<file path="src/tosd_pkg.sv">
// shared types and constants for the tilt orientation and shake detector
`default_nettype none

package tosd_pkg;

	// default raw sample width of every sensor axis
	localparam int SAMPLE_WIDTH = 16;

	// gyro threshold register
	localparam int THRESH_W = 15;
	localparam logic [THRESH_W-1:0] THRESHOLD_RESET = 15'd1143;

	// pitch zone, also the reported orientation code
	typedef enum logic [1:0] {
		ZONE_LEFT  = 2'd0,
		ZONE_RIGHT = 2'd1,
		ZONE_UP    = 2'd2,
		ZONE_NONE  = 2'd3
	} zone_t;

	typedef enum logic [1:0] {
		SHAKE_NONE  = 2'd0,
		SHAKE_START = 2'd1,
		SHAKE_STOP  = 2'd2
	} shake_ev_t;

	typedef enum logic [1:0] {
		ORIENT_NONE  = 2'd0,
		ORIENT_LEFT  = 2'd1,
		ORIENT_RIGHT = 2'd2,
		ORIENT_UP    = 2'd3
	} orient_ev_t;

endpackage

`default_nettype wire

</file>
<file path="src/tilt_orientation_shake_detector.sv">
// tilt orientation and shake detector: sample register, qualify logic, result register
`default_nettype none

// Takes one raw IMU sample word (three accel axes, three gyro axes, two's
// complement) per cycle and returns one result word per sample. A shake starts
// when any gyro axis magnitude is above gyro_threshold on two consecutive
// samples and stops on the first sample with all axes at or below it. The
// pitch zone is left when accel_x > 0 and accel_x^2 > 3*(accel_y^2+accel_z^2),
// right when accel_x < 0 with the same test, up otherwise; a zone is reported
// once it has been seen on two consecutive samples, with an event on each
// change. Throughput is one word per cycle; a word goes through the sample
// register, then the result register; the path between them is the three axis
// squarers followed by the add and compare of the zone test. The input side
// stalls only while a result word is held and the output side stalls. The
// threshold register is written through the cfg port and is meant to be
// changed only while no word is in flight; cfg_ready is always high.
module tilt_orientation_shake_detector #(
	parameter int SAMPLE_WIDTH = tosd_pkg::SAMPLE_WIDTH
) (
	input  wire logic                                clk,
	input  wire logic                                arst_n,
	// sample channel
	input  wire logic                                in_valid,
	output logic                                     in_stall,
	input  wire logic signed [SAMPLE_WIDTH-1:0]      accel_x,
	input  wire logic signed [SAMPLE_WIDTH-1:0]      accel_y,
	input  wire logic signed [SAMPLE_WIDTH-1:0]      accel_z,
	input  wire logic signed [SAMPLE_WIDTH-1:0]      gyro_x,
	input  wire logic signed [SAMPLE_WIDTH-1:0]      gyro_y,
	input  wire logic signed [SAMPLE_WIDTH-1:0]      gyro_z,
	// result channel
	output logic                                     out_valid,
	input  wire logic                                out_stall,
	output logic [1:0]                               shake_event,
	output logic [1:0]                               orient_event,
	output logic                                     shaking,
	output logic [1:0]                               current_orientation,
	// threshold write channel
	input  wire logic                                cfg_valid,
	output logic                                     cfg_ready,
	input  wire logic [tosd_pkg::THRESH_W-1:0]       gyro_threshold
);

	localparam int W     = SAMPLE_WIDTH;
	// gyro magnitude vs threshold compare width
	localparam int CMP_W = (W > tosd_pkg::THRESH_W) ? W : tosd_pkg::THRESH_W;
	// squares need 2W bits, three times a sum of two squares needs 2W+1
	localparam int SQ_W  = 2 * W;
	localparam int RHS_W = 2 * W + 1;

	// threshold register
	logic [tosd_pkg::THRESH_W-1:0] thr_q;

	// sample register
	logic                valid_s1;
	logic signed [W-1:0] accel_x_s1, accel_y_s1, accel_z_s1;
	logic signed [W-1:0] gyro_x_s1, gyro_y_s1, gyro_z_s1;

	// detector state
	logic                shake_seen_q;
	logic                shake_active_q;
	tosd_pkg::zone_t     last_zone_q;
	tosd_pkg::zone_t     reported_q;

	// result register
	logic                  out_valid_q;
	tosd_pkg::shake_ev_t   shake_ev_q;
	tosd_pkg::orient_ev_t  orient_ev_q;

	// handshake
	logic out_free;
	logic advance;
	logic in_take;

	// next-state logic
	logic [W-1:0]        mag_ax, mag_ay, mag_az;
	logic [W-1:0]        mag_gx, mag_gy, mag_gz;
	logic [SQ_W-1:0]     sq_x, sq_y, sq_z;
	logic [RHS_W-1:0]    sum_yz, rhs, lhs;
	logic [CMP_W-1:0]    thr_ext;
	logic                moving;
	tosd_pkg::zone_t     zone;
	logic                shake_seen_d;
	logic                shake_active_d;
	tosd_pkg::shake_ev_t shake_ev_d;
	tosd_pkg::zone_t     reported_d;
	tosd_pkg::orient_ev_t orient_ev_d;

	// result register is free when empty or being taken this cycle
	assign out_free = !out_valid_q || !out_stall;
	assign advance  = valid_s1 && out_free;
	assign in_stall = valid_s1 && !out_free;
	assign in_take  = in_valid && !in_stall;

	assign cfg_ready = 1'b1;

	always_ff @(posedge clk or negedge arst_n) begin
		if (!arst_n) begin
			thr_q <= tosd_pkg::THRESHOLD_RESET;
		end else if (cfg_valid) begin
			thr_q <= gyro_threshold;
		end
	end

	always_ff @(posedge clk or negedge arst_n) begin
		if (!arst_n) begin
			valid_s1 <= 1'b0;
		end else if (in_take) begin
			valid_s1 <= 1'b1;
		end else if (advance) begin
			valid_s1 <= 1'b0;
		end
	end

	// sample payload, no reset needed
	always_ff @(posedge clk) begin
		if (in_take) begin
			accel_x_s1 <= accel_x;
			accel_y_s1 <= accel_y;
			accel_z_s1 <= accel_z;
			gyro_x_s1  <= gyro_x;
			gyro_y_s1  <= gyro_y;
			gyro_z_s1  <= gyro_z;
		end
	end

	// axis magnitudes; the most negative value maps to 2^(W-1), still in W bits
	always_comb begin
		mag_ax = accel_x_s1[W-1] ? (~accel_x_s1 + 1'b1) : accel_x_s1;
		mag_ay = accel_y_s1[W-1] ? (~accel_y_s1 + 1'b1) : accel_y_s1;
		mag_az = accel_z_s1[W-1] ? (~accel_z_s1 + 1'b1) : accel_z_s1;
		mag_gx = gyro_x_s1[W-1]  ? (~gyro_x_s1 + 1'b1)  : gyro_x_s1;
		mag_gy = gyro_y_s1[W-1]  ? (~gyro_y_s1 + 1'b1)  : gyro_y_s1;
		mag_gz = gyro_z_s1[W-1]  ? (~gyro_z_s1 + 1'b1)  : gyro_z_s1;
	end

	// strict threshold on any gyro axis
	always_comb begin
		thr_ext = CMP_W'(thr_q);
		moving  = (CMP_W'(mag_gx) > thr_ext) ||
		          (CMP_W'(mag_gy) > thr_ext) ||
		          (CMP_W'(mag_gz) > thr_ext);
	end

	// pitch zone: exact +-60 degree test on squared magnitudes
	always_comb begin
		sq_x   = SQ_W'(mag_ax) * SQ_W'(mag_ax);
		sq_y   = SQ_W'(mag_ay) * SQ_W'(mag_ay);
		sq_z   = SQ_W'(mag_az) * SQ_W'(mag_az);
		sum_yz = RHS_W'(sq_y) + RHS_W'(sq_z);
		rhs    = (sum_yz << 1) + sum_yz;
		lhs    = RHS_W'(sq_x);
		// lhs > rhs already implies accel_x is not zero; boundary equality is up
		if (lhs > rhs) begin
			zone = accel_x_s1[W-1] ? tosd_pkg::ZONE_RIGHT : tosd_pkg::ZONE_LEFT;
		end else begin
			zone = tosd_pkg::ZONE_UP;
		end
	end

	// shake qualification
	always_comb begin
		shake_seen_d   = shake_seen_q;
		shake_active_d = shake_active_q;
		shake_ev_d     = tosd_pkg::SHAKE_NONE;
		if (moving) begin
			if (shake_seen_q && !shake_active_q) begin
				shake_active_d = 1'b1;
				shake_ev_d     = tosd_pkg::SHAKE_START;
			end else begin
				shake_seen_d = 1'b1;
			end
		end else begin
			shake_seen_d = 1'b0;
			if (shake_active_q) begin
				shake_active_d = 1'b0;
				shake_ev_d     = tosd_pkg::SHAKE_STOP;
			end
		end
	end

	// orientation qualification: a zone must repeat before it is reported
	always_comb begin
		reported_d  = reported_q;
		orient_ev_d = tosd_pkg::ORIENT_NONE;
		if (last_zone_q == zone && reported_q != zone) begin
			reported_d = zone;
			unique case (zone)
				tosd_pkg::ZONE_LEFT:  orient_ev_d = tosd_pkg::ORIENT_LEFT;
				tosd_pkg::ZONE_RIGHT: orient_ev_d = tosd_pkg::ORIENT_RIGHT;
				tosd_pkg::ZONE_UP:    orient_ev_d = tosd_pkg::ORIENT_UP;
				default:              orient_ev_d = tosd_pkg::ORIENT_NONE;
			endcase
		end
	end

	// state moves only when a word enters the result register, so it
	// always matches the word on display there
	always_ff @(posedge clk or negedge arst_n) begin
		if (!arst_n) begin
			shake_seen_q   <= 1'b0;
			shake_active_q <= 1'b0;
			last_zone_q    <= tosd_pkg::ZONE_NONE;
			reported_q     <= tosd_pkg::ZONE_NONE;
		end else if (advance) begin
			shake_seen_q   <= shake_seen_d;
			shake_active_q <= shake_active_d;
			// last zone always ends up equal to this sample's zone
			last_zone_q    <= zone;
			reported_q     <= reported_d;
		end
	end

	always_ff @(posedge clk or negedge arst_n) begin
		if (!arst_n) begin
			out_valid_q <= 1'b0;
		end else if (advance) begin
			out_valid_q <= 1'b1;
		end else if (!out_stall) begin
			out_valid_q <= 1'b0;
		end
	end

	// event payload, no reset needed
	always_ff @(posedge clk) begin
		if (advance) begin
			shake_ev_q  <= shake_ev_d;
			orient_ev_q <= orient_ev_d;
		end
	end

	assign out_valid           = out_valid_q;
	assign shake_event         = shake_ev_q;
	assign orient_event        = orient_ev_q;
	assign shaking             = shake_active_q;
	assign current_orientation = reported_q;

endmodule

`default_nettype wire

</file>
<file path="config.mk">
export PLATFORM = sky130hd
export DESIGN_NAME = tilt_orientation_shake_detector
export DESIGN_NICKNAME = d
export VERILOG_FILES = /design/src/tosd_pkg.sv /design/src/tilt_orientation_shake_detector.sv
export SDC_FILE = /design/constraint.sdc
export NUM_CORES = 2
export LEC_CHECK = 0
export ABC_CLOCK_PERIOD_IN_PS = 17100
export BUFFER_PORTS_ARGS = -buffer_cell sky130_fd_sc_hd__clkbuf_2
export CORE_ASPECT_RATIO = 1.1
export CORE_MARGIN = 2
export CORE_UTILIZATION = 45
export CTS_CLUSTER_SIZE = 14
export DETAILED_ROUTE_END_ITERATION = 12
export GPL_ROUTABILITY_DRIVEN = 0
export SYNTH_ARGS = -nofsm -noshare
export SYNTH_HDL_FRONTEND = slang
export SYNTH_SLANG_ARGS = --single-unit
</file>
<file path="constraint.sdc">
create_clock -name clk -period 17.1 [get_ports clk]
set_input_delay 1.71 -clock clk [delete_from_list [all_inputs] [get_ports clk]]
set_output_delay 1.71 -clock clk [all_outputs]
set_load 0.03 [all_outputs]
</file>
# [After elaboration in Yosys (flattened, before gate mapping)]
# Cells that the tools add are included.
[totals] regBits=123 input_bits=116 out_inout_bits=10 word_cells=81
[op_classes] add_sub_neg=8 multipliers=3 order_cmp=4 n_eq_ne=7 n_mux=20 n_bitwise=6 reduce_logical=18
[op_table] operator="16-bit by 1-bit adder with 16-bit output (second input constant)" count=6
[op_table] operator="16-bit by 16-bit multiplier with 32-bit output" count=3
[op_table] operator="16-bit 2-to-1 mux" count=6
[op_table] operator="16-bit inverter" count=6
[op_table] operator="16-bit by 15-bit greater-than comparator with 1-bit output" count=3
[op_table] operator="32-bit by 32-bit adder with 33-bit output" count=1
[op_table] operator="33-bit adder" count=1
[op_table] operator="32-bit by 33-bit greater-than comparator with 1-bit output" count=1
[op_table] operator="1-bit 2-to-1 mux" count=10
[op_table] operator="2-bit 2-to-1 mux" count=3
[op_table] operator="2-bit case mux with 3 select lines" count=1
[op_table] operator="2-bit AND reduction" count=3
[op_table] operator="1-bit logical AND" count=5
[op_table] operator="1-bit zero test" count=5
[op_table] operator="2-bit by 1-bit inequality test with 1-bit output (second input constant)" count=2
[op_table] operator="1-bit logical OR" count=3
[op_table] operator="2-bit by 1-bit == test with 1-bit output (second input constant)" count=1
[op_table] operator="2-bit == test" count=1
[op_table] operator="2-bit == test (second input constant)" count=1
[op_table] operator="2-bit zero test" count=1
[op_table] operator="2-bit inequality test" count=1
[op_table] operator="2-bit inequality test (second input constant)" count=1
[op_table] operator="2-bit nonzero test" count=1

# [Longest topological paths before layout]
[depth] word_depth=11 ltp_mapped=52 ltp_nobuf=50

# [Least setup slack after synthesis]
# OpenSTA, ideal clock, no wires.
[synth_timing] path_kind="reg-to-reg" start="register accel_z_s1[0]" end="register orient_ev_q[0], in the netlist orient_event[0], data pin" setup_ns=0.268 arrival_time_ns=11.515 t_required_ns=16.832 path_slack_ns=5.316 stages_incl_launch_ff=48 n_path_buf=1 period_less_slack_ns=11.784 cell_sequence="edfxtp_1 inv_1 clkbuf_1 ha_1 nand2_1 or3_1 or2_2 o21ai_0 xor2_1 clkinv_1 nand2_1 fa_1 fa_1 inv_1 fa_1 fa_1 fa_1 fa_1 [... 12 more ...] ha_1 a21o_1 a21oi_1 o21ai_0 o41ai_2 o21bai_1 a21oi_1 xor2_1 ha_1 a21o_1 a21o_1 a21oi_1 nand2_1 a2111oi_0 a211oi_1 o21ai_0 nor3_2 mux2i_1"
[synth_between] elab_chain_cells=10
[synth_rtl] element="start: declaration" line_no="tilt_orientation_shake_detector.sv:56" rtl="logic signed [W-1:0] accel_x_s1, accel_y_s1, accel_z_s1;"
[synth_rtl] element="start signal: assignment" line_no="tilt_orientation_shake_detector.sv:120" rtl="accel_z_s1 <= accel_z;"
[synth_rtl] element="16-bit inverter" line_no="tilt_orientation_shake_detector.sv:131" rtl="mag_az = accel_z_s1[W-1] ? (~accel_z_s1 + 1'b1) : accel_z_s1;"
[synth_rtl] element="16-bit by 1-bit adder with 16-bit output" line_no="tilt_orientation_shake_detector.sv:131"
[synth_rtl] element="16-bit 2-to-1 mux (*)" line_no="tilt_orientation_shake_detector.sv:131"
[synth_rtl] element="16-bit by 16-bit multiplier with 32-bit output (*)" line_no="tilt_orientation_shake_detector.sv:149" rtl="sq_z = SQ_W'(mag_az) * SQ_W'(mag_az);"
[synth_rtl] element="32-bit by 32-bit adder with 33-bit output (*)" line_no="tilt_orientation_shake_detector.sv:150" rtl="sum_yz = RHS_W'(sq_y) + RHS_W'(sq_z);"
[synth_rtl] element="33-bit adder (*)" line_no="tilt_orientation_shake_detector.sv:151" rtl="rhs = (sum_yz << 1) + sum_yz;"
[synth_rtl] element="32-bit by 33-bit greater-than comparator with 1-bit output (*)" line_no="tilt_orientation_shake_detector.sv:154" rtl="if (lhs > rhs) begin"
[synth_rtl] element="2-bit 2-to-1 mux (*)" line_no="tilt_orientation_shake_detector.sv:154"
[synth_rtl] element="2-bit == test (tied with other cells)" line_no="tilt_orientation_shake_detector.sv:188" rtl="unique case (zone)"
[synth_rtl] element="2-bit case mux with 3 select lines / 1-bit logical AND (equally long branches)" line_no="tilt_orientation_shake_detector.sv:188, tilt_orientation_shake_detector.sv:186"
[synth_rtl] element="end signal: assignment" line_no="tilt_orientation_shake_detector.sv:228" rtl="orient_ev_q <= orient_ev_d;"
[synth_rtl] element="end: declaration" line_no="tilt_orientation_shake_detector.sv:68" rtl="tosd_pkg::orient_ev_t orient_ev_q;"
# Mark *: on every way between the ends. The rest lies on a longest branch, timed or not.
# A chain may end at the register's enable or synchronous reset.

# [Final worst setup path]
# Ends and elaborated chain as after synthesis.

==> results.sh <==
export IMPL_outcome="complete, no violations"
export IMPL_cpMaxStageDelayCell="xor2_1"
export IMPL_worstReg2RegEnd="orient_event[0]$_SDFFCE_PN0P_"
export IMPL_fin_skew_ns=0.03090
export IMPL_cp_top_family="adder cells"
export IMPL_tritoncts="done"
export IMPL_syn_inst=3233
export IMPL_hold_buffers=0
export IMPL_fin_crit_ns=13.77
export IMPL_slowest_delay_ns=0.72
export IMPL_cts_setup_buffers=0
export IMPL_cp_num_buf_inv=3
export IMPL_arrival_ns=14.00
export IMPL_slew_headroom=0.1348
export IMPL_grt_ovfl_total=0
export IMPL_worst_slew_pin_slew_ns=1.288
export IMPL_grt_max_degree=59
export IMPL_vias=21770
export IMPL_drtIter0Drc=1031
export IMPL_numCtsBuffers=17
export IMPL_num_rows=99
export IMPL_synth_seq_cells=123
export IMPL_wirelength_mm=69.77
export IMPL_post_route_period_util=0.8053
export IMPL_clk_insertion_delay_late_ns=0.51
export IMPL_grt_use_total=0.2162
export IMPL_holdPathEnd="out_valid$_DFFE_PN0P_"
export IMPL_antenna_found_initial=1
export IMPL_synth_cell_types=74
export IMPL_hpwl_mm=59.65
export IMPL_port_buffers=124
export IMPL_fillers=6443
export IMPL_final_common_cell="inv_1"
export IMPL_initial_core_util=0.4556
export IMPL_layout_nets=4465
export IMPL_cap_violations=0
export IMPL_fp_dieW_um=251.2
export IMPL_synthToLayoutAreaGrowth_pct=8.290
export IMPL_drt_pass1_iterations=7
export IMPL_setup_viol=0
export IMPL_slew_violations=0
export IMPL_synth_edf_count=100
export IMPL_hold_path_class="reg2reg"
export IMPL_cts_sinks=123
export IMPL_post_cts_resize_count=0
export IMPL_wl_per_cell_um=16.33
export IMPL_remaining_drc_errors=0
export IMPL_endpoint_kind="register"
export IMPL_core_area_um2=66390
export IMPL_viasPerCell=5.095
export IMPL_fmax_mhz=72.62
export IMPL_yosys_warnings=0
export IMPL_drive_above_1_share=0.06737
export IMPL_holdPathStages=1
export IMPL_reg2reg_from="accel_z_s1[0]$_DFFE_PP_"
export IMPL_die_area_um2=69310
export IMPL_drtAntennaViolNets=0
export IMPL_ys_flop_type="edfxtp_1"
export IMPL_syn_area_um2=30250
export IMPL_tns_ns=0
export IMPL_clock_path_buffers=2
export IMPL_avgSynthCellArea_um2=9.356
export IMPL_cts_htree_levels=4
export IMPL_clk_pin_slew_ns=0.08
export IMPL_synth_seq_area_share=0.1188
export IMPL_multi_input_area_um2=23570
export IMPL_ff2ff_path_depth=46
export IMPL_antenna_cells=0
export IMPL_ys_async_sr_fraction=0.1870
export IMPL_required_ns=17.32
export IMPL_hp_start="valid_s1$_DFFE_PN0P_"
export IMPL_rsz0062_at_grt="false"
export IMPL_fp_dieH_um=275.9
export IMPL_seqCellArea_um2=3592
export IMPL_grt_pass1_wl_mm=116.5
export IMPL_grt_pass1_vias=23190
export IMPL_io_pins=126
export IMPL_r2r_setup_slack_ns=3.33
export IMPL_worstSetupPathType="reg2reg"
export IMPL_clock_root_buffer="clkbuf_16"
export IMPL_worst_path_most_repeated_cell="fa_1"
export IMPL_finalHoldViolCount=0
export IMPL_crit_fanout=17
export IMPL_layout_common_cells="inv_1 (791), fa_1 (551), ha_1 (397), nor2_1 (266), nand2_1 (251)"
export IMPL_start_kind="register"
-- cell usage after synthesis (all sizes together) (3+ instances only) --
library cell / n / share of area
nor2: 266 / 0.033
o21a: 34 / 0.0084
and4: 5 / 0.0014
o2111ai: 3 / 0.00087
or3: 19 / 0.0039
a21oi: 98 / 0.016
ha: 397 / 0.16
o31a: 6 / 0.0017
dfrtp: 12 / 0.0099
and2: 14 / 0.0029
and3: 8 / 0.0017
o21bai: 16 / 0.0041
a31o: 6 / 0.0017
o31ai: 24 / 0.0060
a21boi: 3 / 0.00074
nand4: 21 / 0.0043
inv: 794 / 0.099
edfxtp: 100 / 0.099
nor3: 27 / 0.0046
o22ai: 3 / 0.00062
xnor2: 128 / 0.037
a211oi: 8 / 0.0020
nand2b: 31 / 0.0064
clkbuf: 41 / 0.0051
a21o: 48 / 0.012
xor2: 53 / 0.015
dfstp: 11 / 0.0096
nand3: 29 / 0.0048
nor2b: 24 / 0.0050
o41ai: 10 / 0.0031
or2: 6 / 0.0012
a31oi: 13 / 0.0027
o21ai: 94 / 0.016
nand2: 251 / 0.031
a2111oi: 4 / 0.0012
o211ai: 4 / 0.0012
clkinv: 19 / 0.0024
or4: 10 / 0.0027
fa: 551 / 0.36
nor4: 6 / 0.0012
-- how the worst max path moves through the flow --
stage	slack, ns	to	startpoint	depth (start not counted)
finish	3.33	orient_event[0]$_SDFFCE_PN0P_	accel_z_s1[0]$_DFFE_PP_	46
global route	2.58	orient_event[1]$_SDFFCE_PN0P_	accel_z_s1[0]$_DFFE_PP_	47
CTS	3.39	orient_event[1]$_SDFFCE_PN0P_	accel_z_s1[0]$_DFFE_PP_	46
detailed placement	3.47	orient_event[1]$_SDFFCE_PN0P_	accel_z_s1[0]$_DFFE_PP_	46
global placement	3.73	orient_event[1]$_SDFFCE_PN0P_	accel_z_s1[0]$_DFFE_PP_	47
floorplan	5.32	orient_event[0]$_SDFFCE_PN0P_	accel_z_s1[0]$_DFFE_PP_	47
-- cells by family after synthesis --
kind of cell	share of synthesized area
AO/OA/AOI/OAI	0.08422
XOR/XNOR	0.05241
adder cells (fa/ha/maj)	0.5289
buffers and inverters	0.1064
flip-flops	0.1188
multiplexers	0.001034
other	0.0002483
AND/OR/NAND/NOR	0.1080
-- worst register-to-register path: cells and delay by family, from the launching register on --
| family | cells | cell delay, ns |
|---|---|---|
| adders and majority gates | 12 | 5.21 |
| AOI/OAI and AO/OA | 19 | 3.90 |
| and+or+nand+nor | 8 | 1.44 |
| buffers and inverters | 3 | 1.22 |
| xor gates and xnor gates | 3 | 1.05 |
| DFF | 1 | 0.56 |
| muxes | 1 | 0.15 |
-- sequential cells by signal, summed over array words and instances (netlist names), 15 cells and up --
signal	flops
accel_x_s1	16
accel_z_s1	16
thr_q	15
gyro_x_s1	16
gyro_z_s1	16
gyro_y_s1	16
accel_y_s1	16
-- layout make-up --
cell class	count	area share
Clock inverter	15	0.005386
Sequential cell	123	0.1097
Multi-Input combinational cell	2290	0.7197
Inverter	813	0.09317
Timing Repair Buffer	156	0.02628
Tap cell	858	0.03278
Clock buffer	17	0.01299
-- through the flow --
step | util | instance area, um2 | instances | hold slack [ns] | setup slack (ns)
CTS | 0.4933 | 32750 | 4272 | 0.4961 | 3.394
floorplan | - | 30380 | 3269 | 0.4574 | 5.316
global placement | 0.4843 | 32150 | 4240 | 0.4682 | 3.734
finish | 0.4933 | 32750 | 4272 | 0.4920 | 3.329
global route | 0.4933 | 32750 | 4272 | 0.5226 | 2.575
detailed placement | 0.4843 | 32150 | 4240 | 0.4882 | 3.469
-- routing by layer --
metal / wire length, um / up-vias / track usage
li1: - / 10410 / -
met1: 29390 / 10820 / 0.2739
met2: 34850 / 451 / 0.3786
met3: 3681 / 85 / 0.03562
met4: 1835 / 2 / 0.07033
met5: 13 / - / 0
Power is not shown: default switching activity piles up to over one toggle a cycle in this logic, so the estimate is an artifact.
